--- src/rtl/pbm_pkg.sv ---
// Package: shared types, mode codes and divide-by-255 helper for the pixel blender.
package pbm_pkg;

  localparam int NUM_COLOR = 3;
  localparam int NUM_CHAN  = 4;
  localparam int ALPHA_IDX = 3;

  localparam logic [7:0] CH_MAX = 8'd255;

  localparam logic [1:0] MODE_NORMAL   = 2'd0;
  localparam logic [1:0] MODE_MULTIPLY = 2'd1;
  localparam logic [1:0] MODE_SCREEN   = 2'd2;

  typedef struct packed {
    logic [NUM_CHAN-1:0][7:0] base;
    logic [NUM_CHAN-1:0][7:0] top;
    logic [7:0]               weight;
  } mix_req_t;

  // floor(x / 255) for x up to 255 * 255
  function automatic logic [7:0] div255(input logic [15:0] x);
    logic [16:0] sum;
    sum = {1'b0, x} + 17'd1 + {9'd0, x[15:8]};
    return sum[15:8];
  endfunction

endpackage

--- src/rtl/pbm_in_if.sv ---
// Interface: input channel carrying a destination and a source RGBA pixel.
interface pbm_in_if;
  logic       valid;
  logic       ready;
  logic [7:0] dst_red;
  logic [7:0] dst_green;
  logic [7:0] dst_blue;
  logic [7:0] dst_alpha;
  logic [7:0] src_red;
  logic [7:0] src_green;
  logic [7:0] src_blue;
  logic [7:0] src_alpha;

  modport source (
    output valid, dst_red, dst_green, dst_blue, dst_alpha,
    output src_red, src_green, src_blue, src_alpha,
    input  ready
  );

  modport sink (
    input  valid, dst_red, dst_green, dst_blue, dst_alpha,
    input  src_red, src_green, src_blue, src_alpha,
    output ready
  );
endinterface

--- src/rtl/pbm_out_if.sv ---
// Interface: output channel carrying one blended RGBA pixel.
interface pbm_out_if;
  logic       valid;
  logic       ready;
  logic [7:0] out_red;
  logic [7:0] out_green;
  logic [7:0] out_blue;
  logic [7:0] out_alpha;

  modport source (
    output valid, out_red, out_green, out_blue, out_alpha,
    input  ready
  );

  modport sink (
    input  valid, out_red, out_green, out_blue, out_alpha,
    output ready
  );
endinterface

--- src/rtl/pixel_blend_modes_top.sv ---
// Top level: RGBA pixel blender with normal, multiply and screen modes.
//
// pix_in carries one destination and one source RGBA pixel (8 bits per
// channel) per transaction; pix_out carries one blended pixel per
// transaction, in input order. Both use valid/ready.
// cfg_wr_en/cfg_wr_data write the 2-bit blend mode: 0 normal, 1 multiply,
// 2 screen; 3 acts as normal. Write it only while the pipeline is empty.
// Pipeline: an accepted pixel passes through the registered stages for
// products, top/base, interpolation products, and divide and sum into
// the output register before it is shown on pix_out.
// Throughput: one pixel per clock while the receiver holds ready high; every stage is fully pipelined.
// Reset (rst, synchronous) empties the pipeline and sets normal mode.
// When the receiver holds ready low the output register keeps its pixel;
// each stage with a free slot still advances, so up to four pixels are
// held before pix_in.ready drops.
module pixel_blend_modes_top (
  input  logic       clk,
  input  logic       rst,
  input  logic       cfg_wr_en,
  input  logic [1:0] cfg_wr_data,
  pbm_in_if.sink     pix_in,
  pbm_out_if.source  pix_out
);
  import pbm_pkg::*;

  logic [1:0] blend_mode;
  logic       mid_valid;
  logic       mid_ready;
  mix_req_t   mid_data;

  always_ff @(posedge clk) begin
    if (rst) begin
      blend_mode <= MODE_NORMAL;
    end else if (cfg_wr_en) begin
      blend_mode <= cfg_wr_data;
    end
  end

  pbm_front u_front (
    .clk       (clk),
    .rst       (rst),
    .mode      (blend_mode),
    .pix_in    (pix_in),
    .out_valid (mid_valid),
    .out_ready (mid_ready),
    .out_data  (mid_data)
  );

  pbm_mix u_mix (
    .clk      (clk),
    .rst      (rst),
    .in_valid (mid_valid),
    .in_ready (mid_ready),
    .in_data  (mid_data),
    .pix_out  (pix_out)
  );
endmodule

--- src/rtl/pbm_front.sv ---
// Front stages: mode products, then top and base pixel formation.
module pbm_front (
  input  logic              clk,
  input  logic              rst,
  input  logic [1:0]        mode,
  pbm_in_if.sink            pix_in,
  output logic              out_valid,
  input  logic              out_ready,
  output pbm_pkg::mix_req_t out_data
);
  import pbm_pkg::*;

  logic [7:0] dst_c [NUM_COLOR];
  logic [7:0] src_c [NUM_COLOR];

  // stage A
  logic        a_valid;
  logic        a_ready;
  logic [1:0]  a_mode;
  logic [15:0] a_mul [NUM_COLOR];
  logic [15:0] a_scr [NUM_COLOR];
  logic [15:0] a_bs  [NUM_COLOR];
  logic [15:0] a_bd  [NUM_COLOR];
  logic [7:0]  a_dst [NUM_COLOR];
  logic [7:0]  a_src [NUM_COLOR];
  logic [7:0]  a_top_alpha;
  logic [7:0]  a_base_alpha;
  logic [7:0]  a_weight;

  logic [8:0]  alpha_sum;
  logic [7:0]  top_alpha_next;
  logic [7:0]  base_alpha_next;

  // stage B
  logic     b_valid;
  logic     b_ready;
  mix_req_t b_data;
  mix_req_t b_data_next;

  assign dst_c[0] = pix_in.dst_red;
  assign dst_c[1] = pix_in.dst_green;
  assign dst_c[2] = pix_in.dst_blue;
  assign src_c[0] = pix_in.src_red;
  assign src_c[1] = pix_in.src_green;
  assign src_c[2] = pix_in.src_blue;

  assign b_ready      = !b_valid || out_ready;
  assign a_ready      = !a_valid || b_ready;
  assign pix_in.ready = a_ready;

  assign alpha_sum      = {1'b0, pix_in.dst_alpha} + {1'b0, pix_in.src_alpha};
  assign top_alpha_next = alpha_sum[8] ? CH_MAX : alpha_sum[7:0];

  always_comb begin
    if (mode == MODE_SCREEN && pix_in.src_alpha > pix_in.dst_alpha) begin
      base_alpha_next = pix_in.src_alpha;
    end else begin
      base_alpha_next = pix_in.dst_alpha;
    end
  end

  always_ff @(posedge clk) begin
    if (rst) begin
      a_valid <= 1'b0;
    end else if (a_ready) begin
      a_valid <= pix_in.valid;
    end
    if (a_ready && pix_in.valid) begin
      a_mode       <= mode;
      a_top_alpha  <= top_alpha_next;
      a_base_alpha <= base_alpha_next;
      a_weight     <= pix_in.src_alpha;
      for (int i = 0; i < NUM_COLOR; i++) begin
        a_mul[i] <= 16'(dst_c[i]) * 16'(src_c[i]);
        a_scr[i] <= 16'(CH_MAX - dst_c[i]) * 16'(CH_MAX - src_c[i]);
        a_bs[i]  <= 16'(src_c[i]) * 16'(CH_MAX - pix_in.dst_alpha);
        a_bd[i]  <= 16'(dst_c[i]) * 16'(pix_in.dst_alpha);
        a_dst[i] <= dst_c[i];
        a_src[i] <= src_c[i];
      end
    end
  end

  always_comb begin
    b_data_next                 = '0;
    b_data_next.weight          = a_weight;
    b_data_next.top[ALPHA_IDX]  = a_top_alpha;
    b_data_next.base[ALPHA_IDX] = a_base_alpha;
    for (int i = 0; i < NUM_COLOR; i++) begin
      case (a_mode)
        MODE_MULTIPLY: begin
          b_data_next.top[i]  = div255(a_mul[i]);
          b_data_next.base[i] = a_dst[i];
        end
        MODE_SCREEN: begin
          b_data_next.top[i]  = CH_MAX - div255(a_scr[i]);
          b_data_next.base[i] = div255(a_bs[i]) + div255(a_bd[i]);
        end
        default: begin
          b_data_next.top[i]  = a_src[i];
          b_data_next.base[i] = a_dst[i];
        end
      endcase
    end
  end

  always_ff @(posedge clk) begin
    if (rst) begin
      b_valid <= 1'b0;
    end else if (b_ready) begin
      b_valid <= a_valid;
    end
    if (b_ready && a_valid) begin
      b_data <= b_data_next;
    end
  end

  assign out_valid = b_valid;
  assign out_data  = b_data;

  a_accept_loads: assert property (@(posedge clk) disable iff (rst)
    pix_in.valid && pix_in.ready |=> a_valid)
    else $error("accepted transaction did not enter stage A");

  a_stall_holds: assert property (@(posedge clk) disable iff (rst)
    a_valid && !b_ready |=> a_valid && $stable(a_weight) && $stable(a_mode))
    else $error("stage A lost or changed a stalled transaction");

  b_advance: assert property (@(posedge clk) disable iff (rst)
    a_valid && b_ready |=> b_valid)
    else $error("stage B did not take stage A transaction");
endmodule

--- src/rtl/pbm_mix.sv ---
// Mix stages: interpolation from base toward top by the source alpha.
module pbm_mix (
  input  logic              clk,
  input  logic              rst,
  input  logic              in_valid,
  output logic              in_ready,
  input  pbm_pkg::mix_req_t in_data,
  pbm_out_if.source         pix_out
);
  import pbm_pkg::*;

  // stage C
  logic        c_valid;
  logic        c_ready;
  logic [15:0] c_pb [NUM_CHAN];
  logic [15:0] c_pt [NUM_CHAN];

  // stage D, output register
  logic       d_valid;
  logic       d_ready;
  logic [7:0] d_pix [NUM_CHAN];

  assign d_ready  = !d_valid || pix_out.ready;
  assign c_ready  = !c_valid || d_ready;
  assign in_ready = c_ready;

  always_ff @(posedge clk) begin
    if (rst) begin
      c_valid <= 1'b0;
    end else if (c_ready) begin
      c_valid <= in_valid;
    end
    if (c_ready && in_valid) begin
      for (int i = 0; i < NUM_CHAN; i++) begin
        c_pb[i] <= 16'(in_data.base[i]) * 16'(CH_MAX - in_data.weight);
        c_pt[i] <= 16'(in_data.top[i]) * 16'(in_data.weight);
      end
    end
  end

  always_ff @(posedge clk) begin
    if (rst) begin
      d_valid <= 1'b0;
    end else if (d_ready) begin
      d_valid <= c_valid;
    end
    if (d_ready && c_valid) begin
      for (int i = 0; i < NUM_CHAN; i++) begin
        d_pix[i] <= div255(c_pb[i]) + div255(c_pt[i]);
      end
    end
  end

  assign pix_out.valid     = d_valid;
  assign pix_out.out_red   = d_pix[0];
  assign pix_out.out_green = d_pix[1];
  assign pix_out.out_blue  = d_pix[2];
  assign pix_out.out_alpha = d_pix[ALPHA_IDX];

  c_accept_loads: assert property (@(posedge clk) disable iff (rst)
    in_valid && in_ready |=> c_valid)
    else $error("accepted transaction did not enter stage C");

  d_advance: assert property (@(posedge clk) disable iff (rst)
    c_valid && d_ready |=> d_valid)
    else $error("output register did not take stage C transaction");

  d_stall_holds: assert property (@(posedge clk) disable iff (rst)
    d_valid && !pix_out.ready |=> d_valid && $stable(d_pix[0]) && $stable(d_pix[ALPHA_IDX]))
    else $error("output register lost or changed a stalled transaction");
endmodule
--- src/flat_wrapper.sv ---
// flat-port wrapper written by rule: the top's interface ports become plain ports
module pixel_blend_modes_top_flat import pbm_pkg::*;
  (clk, rst, cfg_wr_en, cfg_wr_data, pix_in_valid, pix_in_dst_red, pix_in_dst_green, pix_in_dst_blue, pix_in_dst_alpha, pix_in_src_red, pix_in_src_green, pix_in_src_blue, pix_in_src_alpha, pix_in_ready, pix_out_valid, pix_out_out_red, pix_out_out_green, pix_out_out_blue, pix_out_out_alpha, pix_out_ready);
  pbm_in_if pix_in_i ();
  pbm_out_if pix_out_i ();
  input  logic clk;
  input  logic rst;
  input  logic cfg_wr_en;
  input  logic [1:0] cfg_wr_data;
  input wire logic [$bits(pix_in_i.valid)-1:0] pix_in_valid;
  input wire logic [$bits(pix_in_i.dst_red)-1:0] pix_in_dst_red;
  input wire logic [$bits(pix_in_i.dst_green)-1:0] pix_in_dst_green;
  input wire logic [$bits(pix_in_i.dst_blue)-1:0] pix_in_dst_blue;
  input wire logic [$bits(pix_in_i.dst_alpha)-1:0] pix_in_dst_alpha;
  input wire logic [$bits(pix_in_i.src_red)-1:0] pix_in_src_red;
  input wire logic [$bits(pix_in_i.src_green)-1:0] pix_in_src_green;
  input wire logic [$bits(pix_in_i.src_blue)-1:0] pix_in_src_blue;
  input wire logic [$bits(pix_in_i.src_alpha)-1:0] pix_in_src_alpha;
  output wire logic [$bits(pix_in_i.ready)-1:0] pix_in_ready;
  output wire logic [$bits(pix_out_i.valid)-1:0] pix_out_valid;
  output wire logic [$bits(pix_out_i.out_red)-1:0] pix_out_out_red;
  output wire logic [$bits(pix_out_i.out_green)-1:0] pix_out_out_green;
  output wire logic [$bits(pix_out_i.out_blue)-1:0] pix_out_out_blue;
  output wire logic [$bits(pix_out_i.out_alpha)-1:0] pix_out_out_alpha;
  input wire logic [$bits(pix_out_i.ready)-1:0] pix_out_ready;
  assign pix_in_i.valid = pix_in_valid;
  assign pix_in_i.dst_red = pix_in_dst_red;
  assign pix_in_i.dst_green = pix_in_dst_green;
  assign pix_in_i.dst_blue = pix_in_dst_blue;
  assign pix_in_i.dst_alpha = pix_in_dst_alpha;
  assign pix_in_i.src_red = pix_in_src_red;
  assign pix_in_i.src_green = pix_in_src_green;
  assign pix_in_i.src_blue = pix_in_src_blue;
  assign pix_in_i.src_alpha = pix_in_src_alpha;
  assign pix_in_ready = pix_in_i.ready;
  assign pix_out_valid = pix_out_i.valid;
  assign pix_out_out_red = pix_out_i.out_red;
  assign pix_out_out_green = pix_out_i.out_green;
  assign pix_out_out_blue = pix_out_i.out_blue;
  assign pix_out_out_alpha = pix_out_i.out_alpha;
  assign pix_out_i.ready = pix_out_ready;
  pixel_blend_modes_top u_core (.clk(clk), .rst(rst), .cfg_wr_en(cfg_wr_en), .cfg_wr_data(cfg_wr_data), .pix_in(pix_in_i), .pix_out(pix_out_i));
endmodule
--- config.mk ---
export PLATFORM = sky130hd
export DESIGN_NAME = pixel_blend_modes_top_flat
export DESIGN_NICKNAME = d
export VERILOG_FILES = /design/src/rtl/pbm_pkg.sv /design/src/rtl/pbm_in_if.sv /design/src/rtl/pbm_out_if.sv /design/src/rtl/pixel_blend_modes_top.sv /design/src/rtl/pbm_front.sv /design/src/rtl/pbm_mix.sv /design/src/flat_wrapper.sv
export SDC_FILE = /design/constraint.sdc
export NUM_CORES = 2
export LEC_CHECK = 0
export ABC_CLOCK_PERIOD_IN_PS = 24100
export BUFFER_PORTS_ARGS = -buffer_cell sky130_fd_sc_hd__clkbuf_2
export CORE_ASPECT_RATIO = 1.25
export CORE_MARGIN = 2
export CORE_UTILIZATION = 45
export DETAILED_ROUTE_END_ITERATION = 6
export SLEW_MARGIN = 10
export SYNTH_ARGS = -nofsm -noshare
export SYNTH_HDL_FRONTEND = slang
export SYNTH_SLANG_ARGS = --single-unit
--- constraint.sdc ---
create_clock -name clk -period 24.1 [get_ports clk]
set_clock_uncertainty 0.2 [all_clocks]
set_input_delay 4.82 -clock clk [delete_from_list [all_inputs] [get_ports clk]]
set_output_delay 4.82 -clock clk [all_outputs]
set_load 0.005 [all_outputs]
Word-level counts from Yosys, hierarchy flattened. Memories as Yosys holds them, arrays and structs flattened. Cells that the tools add are included.

Bits in writable memories: 400. Memories kept: 9. Logic and storage cells: 136. Latch bits: 0. Output and inout port bits: 34. Flip-flop bits (word level): 104. Bits of input ports: 71. Memory bits (read-only): 0.

Memory list: u_core.u_mix.c_pb (depth 4, width 16, rd ports 4, clocked after Yosys merged registers in 0, wr ports 4, RTL line pbm_mix.sv:15) `logic [15:0] c_pb [NUM_CHAN];`; u_core.u_mix.c_pt (depth 4, width 16, rd ports 4, clocked after Yosys merged registers in 0, wr ports 4, RTL line pbm_mix.sv:16) `logic [15:0] c_pt [NUM_CHAN];`; u_core.u_front.a_bd (depth 3, width 16, rd ports 3, clocked after Yosys merged registers in 0, wr ports 3, RTL line pbm_front.sv:23) `logic [15:0] a_bd [NUM_COLOR];`; u_core.u_front.a_bs (depth 3, width 16, rd ports 3, clocked after Yosys merged registers in 0, wr ports 3, RTL line pbm_front.sv:22) `logic [15:0] a_bs [NUM_COLOR];`; u_core.u_front.a_mul (depth 3, width 16, rd ports 3, clocked after Yosys merged registers in 0, wr ports 3, RTL line pbm_front.sv:20) `logic [15:0] a_mul [NUM_COLOR];`; u_core.u_front.a_scr (depth 3, width 16, rd ports 3, clocked after Yosys merged registers in 0, wr ports 3, RTL line pbm_front.sv:21) `logic [15:0] a_scr [NUM_COLOR];`; 3 more memories.

Reduce and logical (&&, ||, !) cells: 13. Bitwise logic cells: 0. Eq/ne operators: 3. Multiplexer cells: 13. Divide/modulo/power cells: 0. Shifts and indexed selects: 0. Add/sub/neg operators: 59. Multiply operators: 20. Order comparisons: 1.

Operator list (number): $add A16 B1 Y16 const B (20); $add A16 B8 Y16 (20); $mul A8 B8 Y16 (10); $mul A8 B16 Y16 (5); $mul A9 B9 Y16 (5); $sub A8 B8 Y9 const A (8); $add A8 B8 Y8 (7); $pmux W8 S2 (3); $mux W8 (4); $sub A8 B8 Y8 const A (3); $add A8 B8 Y9 (1); $gt A8 B8 Y1 (1); $mux W1 (6); $logic_and A1 B1 Y1 (5); $eq A2 B2 Y1 const B (2); $logic_not A1 Y1 (4); $logic_or A1 B1 Y1 (4); $eq A2 B1 Y1 const B (1).

Depth between registers and ports, before layout.
Word-level depth: 8. Gate-level depth with buffers: 20. Mapped depth without buffers: 18.

Cells and area by module. Synthesis repeated with hierarchy kept, for this count alone.

Cells, all modules: 6665. Area, all modules: 65972.0 um^2.

By module, submodules not included: pbm_front (sequential area each 10189.8 um^2, instances 1, cells an instance 4079, area an instance 40789.1 um^2); pbm_mix (sequential area each 4844.6 um^2, instances 1, cells an instance 2580, area an instance 25115.3 um^2); pixel_blend_modes_top (sequential area each 40.0 um^2, instances 1, cells an instance 6, area an instance 67.6 um^2).

Least setup slack after synthesis. Ideal clock, no wire load.

Kind: input-to-reg. Start: in pix_out_ready. End: reg u_core.u_front.a_base_alpha[0] (enable). Stages on the path: 3. Buffers on the path: 0. Slack: 5032 ps. Library setup time: 981 ps. Arrival: 17887 ps. Data required time: 22919 ps. Cell sequence: nor2b_1 and3_1 a21oi_1.

Word-level cells in the longest chain between the ends: 5.

RTL lines: from (decl) (RTL line flat_wrapper.sv:25) `input wire logic [$bits(pix_out_i.ready)-1:0] pix_out_ready;`; $logic_or A1 B1 Y1 (RTL line pbm_mix.sv:23) `assign d_ready = !d_valid || pix_out.ready;`; $logic_or A1 B1 Y1 (RTL line pbm_mix.sv:24) `assign c_ready = !c_valid || d_ready;`; $logic_or A1 B1 Y1 (RTL line pbm_front.sv:47) `assign b_ready = !b_valid || out_ready;`; $logic_or A1 B1 Y1 (RTL line pbm_front.sv:48) `assign a_ready = !a_valid || b_ready;`; $logic_and A1 B1 Y1 (RTL line pbm_front.sv:68) `if (a_ready && pix_in.valid) begin`; to (signal assigned) (RTL line pbm_front.sv:71) `a_base_alpha <= base_alpha_next;`; to (decl) (RTL line pbm_front.sv:27) `logic [7:0] a_base_alpha;`.

Every way passes these cells. A chain may end at the register's enable or synchronous reset.

Final worst setup path.
Start: in pix_out_ready. End: out pix_in_ready.

Word-level cells in the longest chain between the ends: 4.

RTL lines: $logic_or A1 B1 Y1 (RTL line pbm_mix.sv:23); $logic_or A1 B1 Y1 (RTL line pbm_mix.sv:24); $logic_or A1 B1 Y1 (RTL line pbm_front.sv:47); $logic_or A1 B1 Y1 (RTL line pbm_front.sv:48); to (decl) (RTL line flat_wrapper.sv:19) `output wire logic [$bits(pix_in_i.ready)-1:0] pix_in_ready;`.

Every way passes these cells.

==> impl_metrics.xml <==
<?xml version="1.0" encoding="UTF-8"?>
<metrics>
  <group name="detailed_routing">
    <metric name="drt_first_pass_iters" unit="">5</metric>
    <metric name="drt-initial-drc-count" unit="">1921</metric>
    <metric name="ant_nets" unit="">0</metric>
    <metric name="drc" unit="">0</metric>
    <metric name="avgRoutedWirePerCell" unit="um">17.0</metric>
    <metric name="vias_per_cell" unit="">5.18</metric>
    <metric name="drt_wl_total" unit="mm">146</metric>
    <metric name="vias" unit="">44600</metric>
  </group>
  <group name="clock_network">
    <metric name="clock_insertion_delay_worst_skew" unit="ns">0.69</metric>
    <metric name="clock_tree.buffer_depth" unit="">3</metric>
    <metric name="clock_tree_from_tritoncts" unit="">yes</metric>
    <metric name="postCtsResizedCells" unit="">0</metric>
    <metric name="tritoncts.num_buffers" unit="">57</metric>
    <metric name="tritoncts_num_sinks" unit="">504</metric>
    <metric name="cts.hold.buffers_added" unit="">0</metric>
    <metric name="h-tree-depth" unit="">2</metric>
    <metric name="post-cts-setup-buffers" unit="">0</metric>
    <metric name="cts-root-buf" unit="">sky130_fd_sc_hd__clkbuf_16</metric>
    <metric name="clk_pin_slew" unit="ns">0.06</metric>
  </group>
  <group name="sta">
    <metric name="slew-limit-headroom" unit="%">26.0</metric>
    <metric name="report.final.hold_viol_count" unit="">0</metric>
    <metric name="final_max_slew_viol_count" unit="">0</metric>
    <metric name="finalCritPeriodShare" unit="%">45.6</metric>
    <metric name="rsz0062_at_grt" unit="">no</metric>
    <metric name="setup_viol" unit="">0</metric>
    <metric name="post-route-worst-setup-slack" unit="ns">13.12</metric>
    <metric name="fmax" unit="MHz">91.1</metric>
    <metric name="tns" unit="ns">0</metric>
    <metric name="min_period" unit="ns">10.98</metric>
    <metric name="hold_slack" unit="ns">0.222</metric>
    <metric name="timing_worst_slew_pin_value" unit="ns">1.11</metric>
  </group>
  <group name="grt">
    <metric name="grt_pass1_wl" unit="mm">243</metric>
    <metric name="grt_antenna_before_repair" unit="">15</metric>
    <metric name="pin_count_of_the_biggest_net_entering_global_routing" unit="">84</metric>
    <metric name="grt_remaining_overflow" unit="">0</metric>
    <metric name="gr-usage-all-layers" unit="%">20.2</metric>
    <metric name="grt_pass1_vias" unit="">46700</metric>
  </group>
  <group name="finish">
    <metric name="syn_to_final_growth" unit="%">6.66</metric>
    <metric name="final_net_count" unit="">8392</metric>
    <metric name="final_util" unit="%">48.2</metric>
    <metric name="drive_above_1_share" unit="%">5.42</metric>
  </group>
  <group name="min_path">
    <metric name="worst_hold_path_type" unit="">reg2reg</metric>
  </group>
  <group name="synthesis">
    <metric name="synthesis.area_per_instance" unit="um^2">9.90</metric>
    <metric name="synth_enable_flop_cells" unit="">498</metric>
    <metric name="synthAdderAreaFrac" unit="%">40.1</metric>
    <metric name="async_reset_ff_share" unit="%">0</metric>
    <metric name="netlist_top_cells_count" unit="">sky130_fd_sc_hd__inv_1 (1,179), sky130_fd_sc_hd__ha_1 (937), sky130_fd_sc_hd__fa_1 (733)</metric>
    <metric name="synth_compound_area_share" unit="%">6.58</metric>
    <metric name="number_of_synthesis_warnings" unit="">0</metric>
    <metric name="synth_xor_area_share" unit="%">5.57</metric>
    <metric name="post_synth_mux_area_share" unit="%">0.553</metric>
    <metric name="synth-simple-area-share" unit="%">16.5</metric>
    <metric name="syn-num-nets" unit="">8397</metric>
    <metric name="yosys.cell_count.top_type" unit="">sky130_fd_sc_hd__inv_1</metric>
    <metric name="main_combinational_cell_family_by_area_after_synthesis" unit="">adder cells</metric>
    <metric name="number_of_distinct_library_cells_after_synthesis" unit="">83</metric>
    <metric name="synth_top_cell_area_share" unit="%">22.7</metric>
    <metric name="synth_ff_type" unit="">sky130_fd_sc_hd__edfxtp_1</metric>
    <metric name="ys_seq_elements" unit="">504</metric>
    <metric name="post_synth_main_area_contributors" unit="">sky130_fd_sc_hd__edfxtp_1 (23%), sky130_fd_sc_hd__fa_1 (22%), sky130_fd_sc_hd__ha_1 (18%)</metric>
    <metric name="syn_inst" unit="">6656</metric>
    <metric name="sequential_area_share_after_synthesis" unit="%">22.9</metric>
    <metric name="synthesis.area" unit="mm^2">0.0659</metric>
    <metric name="synth_top_cell_by_area" unit="">sky130_fd_sc_hd__edfxtp_1</metric>
  </group>
  <group name="placement">
    <metric name="placement.setup.worst_slack" unit="ns">13.10</metric>
    <metric name="dp_hpwl" unit="mm">110</metric>
    <metric name="rd_place_congestion" unit="">0.807</metric>
    <metric name="io_buffer_count" unit="">104</metric>
  </group>
  <group name="power_and_ir_drop">
    <metric name="pwr_density_cell" unit="mW/mm^2">92.6</metric>
    <metric name="total_power" unit="mW">6.51</metric>
    <metric name="vdd_ir_drop_max" unit="uV">74.7</metric>
    <metric name="power_leakage" unit="nW">33.2</metric>
  </group>
  <group name="setup_path">
    <metric name="startpoint_type_of_the_worst_setup_path" unit="">primary input</metric>
    <metric name="cp_max_fo" unit="">5</metric>
    <metric name="crit_path_end_kind" unit="">output pin</metric>
    <metric name="worst-endpoint-arrival" unit="ns">5.96</metric>
    <metric name="worstSetupPathType" unit="">in2out</metric>
    <metric name="required" unit="ns">19.08</metric>
    <metric name="r2r_slack" unit="ns">18.84</metric>
  </group>
  <group name="die">
    <metric name="placementRows" unit="">157</metric>
    <metric name="initial_core_util" unit="%">45.1</metric>
    <metric name="dieHeight" unit="um">432</metric>
    <metric name="die_area" unit="mm^2">0.150</metric>
    <metric name="core_outline_area" unit="mm^2">0.146</metric>
    <metric name="overall_die_width" unit="um">346</metric>
    <metric name="io_pins" unit="">105</metric>
  </group>
  <group name="status">
    <metric name="run_status" unit="">complete, no violations</metric>
  </group>
  <group name="job">
    <metric name="cap_violations" unit="">0</metric>
  </group>
</metrics>
flip-flops by register name, summed over array words and instances, names as in the netlist, 2 cells and up:
name	cells
u_core.blend_mode	2
u_core.u_front.a_base_alpha	8
u_core.u_front.a_bd	48
u_core.u_front.a_bs	48
u_core.u_front.a_dst	24
u_core.u_front.a_mode	2
u_core.u_front.a_mul	48
u_core.u_front.a_scr	48
u_core.u_front.a_src	24
u_core.u_front.a_top_alpha	8
u_core.u_front.a_weight	8
u_core.u_front.out_data	72
u_core.u_mix.c_pb	64
u_core.u_mix.c_pt	64
u_core.u_mix.d_pix	32
layer usage:
layer | wire [um] | track usage [%] | vias to the layer above
met2 | 73100 | 36.5 | 670
met5 | 120 | 0 | -
met4 | 3640 | 5.04 | 18
met3 | 5770 | 2.70 | 184
li1 | - | - | 21500
met1 | 63800 | 25.3 | 22300
cell families (layout without fill, tap and decap cells):
group | after synthesis | in the layout
flops | 504 | 504
simple gates | 2016 | 2016
compound gates | 632 | 632
fa+ha+maj | 1670 | 1670
other cells | 0 | 3
buf+inv | 1382 | 1425
mux | 33 | 33
xor+xnor | 419 | 419
report_power, final:
part | total, mW | switching, mW | leakage, nW | internal (mW)
Combinational | 4.00 | 2.21 | 27.4 | 1.79
Clock | 0.916 | 0.394 | 0.923 | 0.523
Sequential | 1.59 | 0.213 | 4.80 | 1.38
Total | 6.51 | 2.81 | 33.2 | 3.70
cells in the final DEF (no fill, tap or decap), types with 82 or more instances in the layout:
master	n
sky130_fd_sc_hd__nand2b_1	98
sky130_fd_sc_hd__edfxtp_1	498
sky130_fd_sc_hd__o21ai_0	101
sky130_fd_sc_hd__nand3_1	87
sky130_fd_sc_hd__nor2_1	342
sky130_fd_sc_hd__xnor2_1	338
sky130_fd_sc_hd__a21oi_1	188
sky130_fd_sc_hd__inv_1	1179
sky130_fd_sc_hd__fa_1	733
sky130_fd_sc_hd__nor2b_1	388
sky130_fd_sc_hd__clkbuf_2	104
sky130_fd_sc_hd__nand2_1	303
sky130_fd_sc_hd__and2_1	519
sky130_fd_sc_hd__nor3_1	82
sky130_fd_sc_hd__ha_1	937
critical path, stage by stage:
cell and delay [ns]:
sky130_fd_sc_hd__clkbuf_2 0.08, sky130_fd_sc_hd__nor2b_1 0.43, sky130_fd_sc_hd__and3_1 0.40, sky130_fd_sc_hd__nand2_1 0.11, sky130_fd_sc_hd__clkbuf_2 0.12
worst paths after layout:
check / start / to / cells past startpoint
worst max-delay path: pix_out_ready / pix_in_ready / 5
worst min-delay path: u_core.u_front.a_weight[3] / u_core.u_front.out_data[3] / 0
worst max register to register: u_core.u_front.out_data[2] / u_core.u_mix.c_pt[2][15] / 15
worst min register to register: u_core.u_front.a_weight[3] / u_core.u_front.out_data[3] / 0
layout make-up:
cell class | count | area, um^2
Fill cell | 13600 | 75700
Multi-Input combinational cell | 4770 | 45700
Sequential cell | 504 | 15100
Inverter | 1182 | 4440
Tap cell | 1908 | 2390
Clock buffer | 60 | 1440
Timing Repair Buffer | 136 | 761
Clock inverter | 47 | 509
Antenna cell | 3 | 7.51
through the flow:
step	instance area (um^2)	instances
floorplan	65900	6656
global placement	68300	8500
detailed placement	68300	8500
CTS	70300	8607
global route	70300	8607
finish	70300	8610
Note: power is estimated with default switching activity, not from simulation.
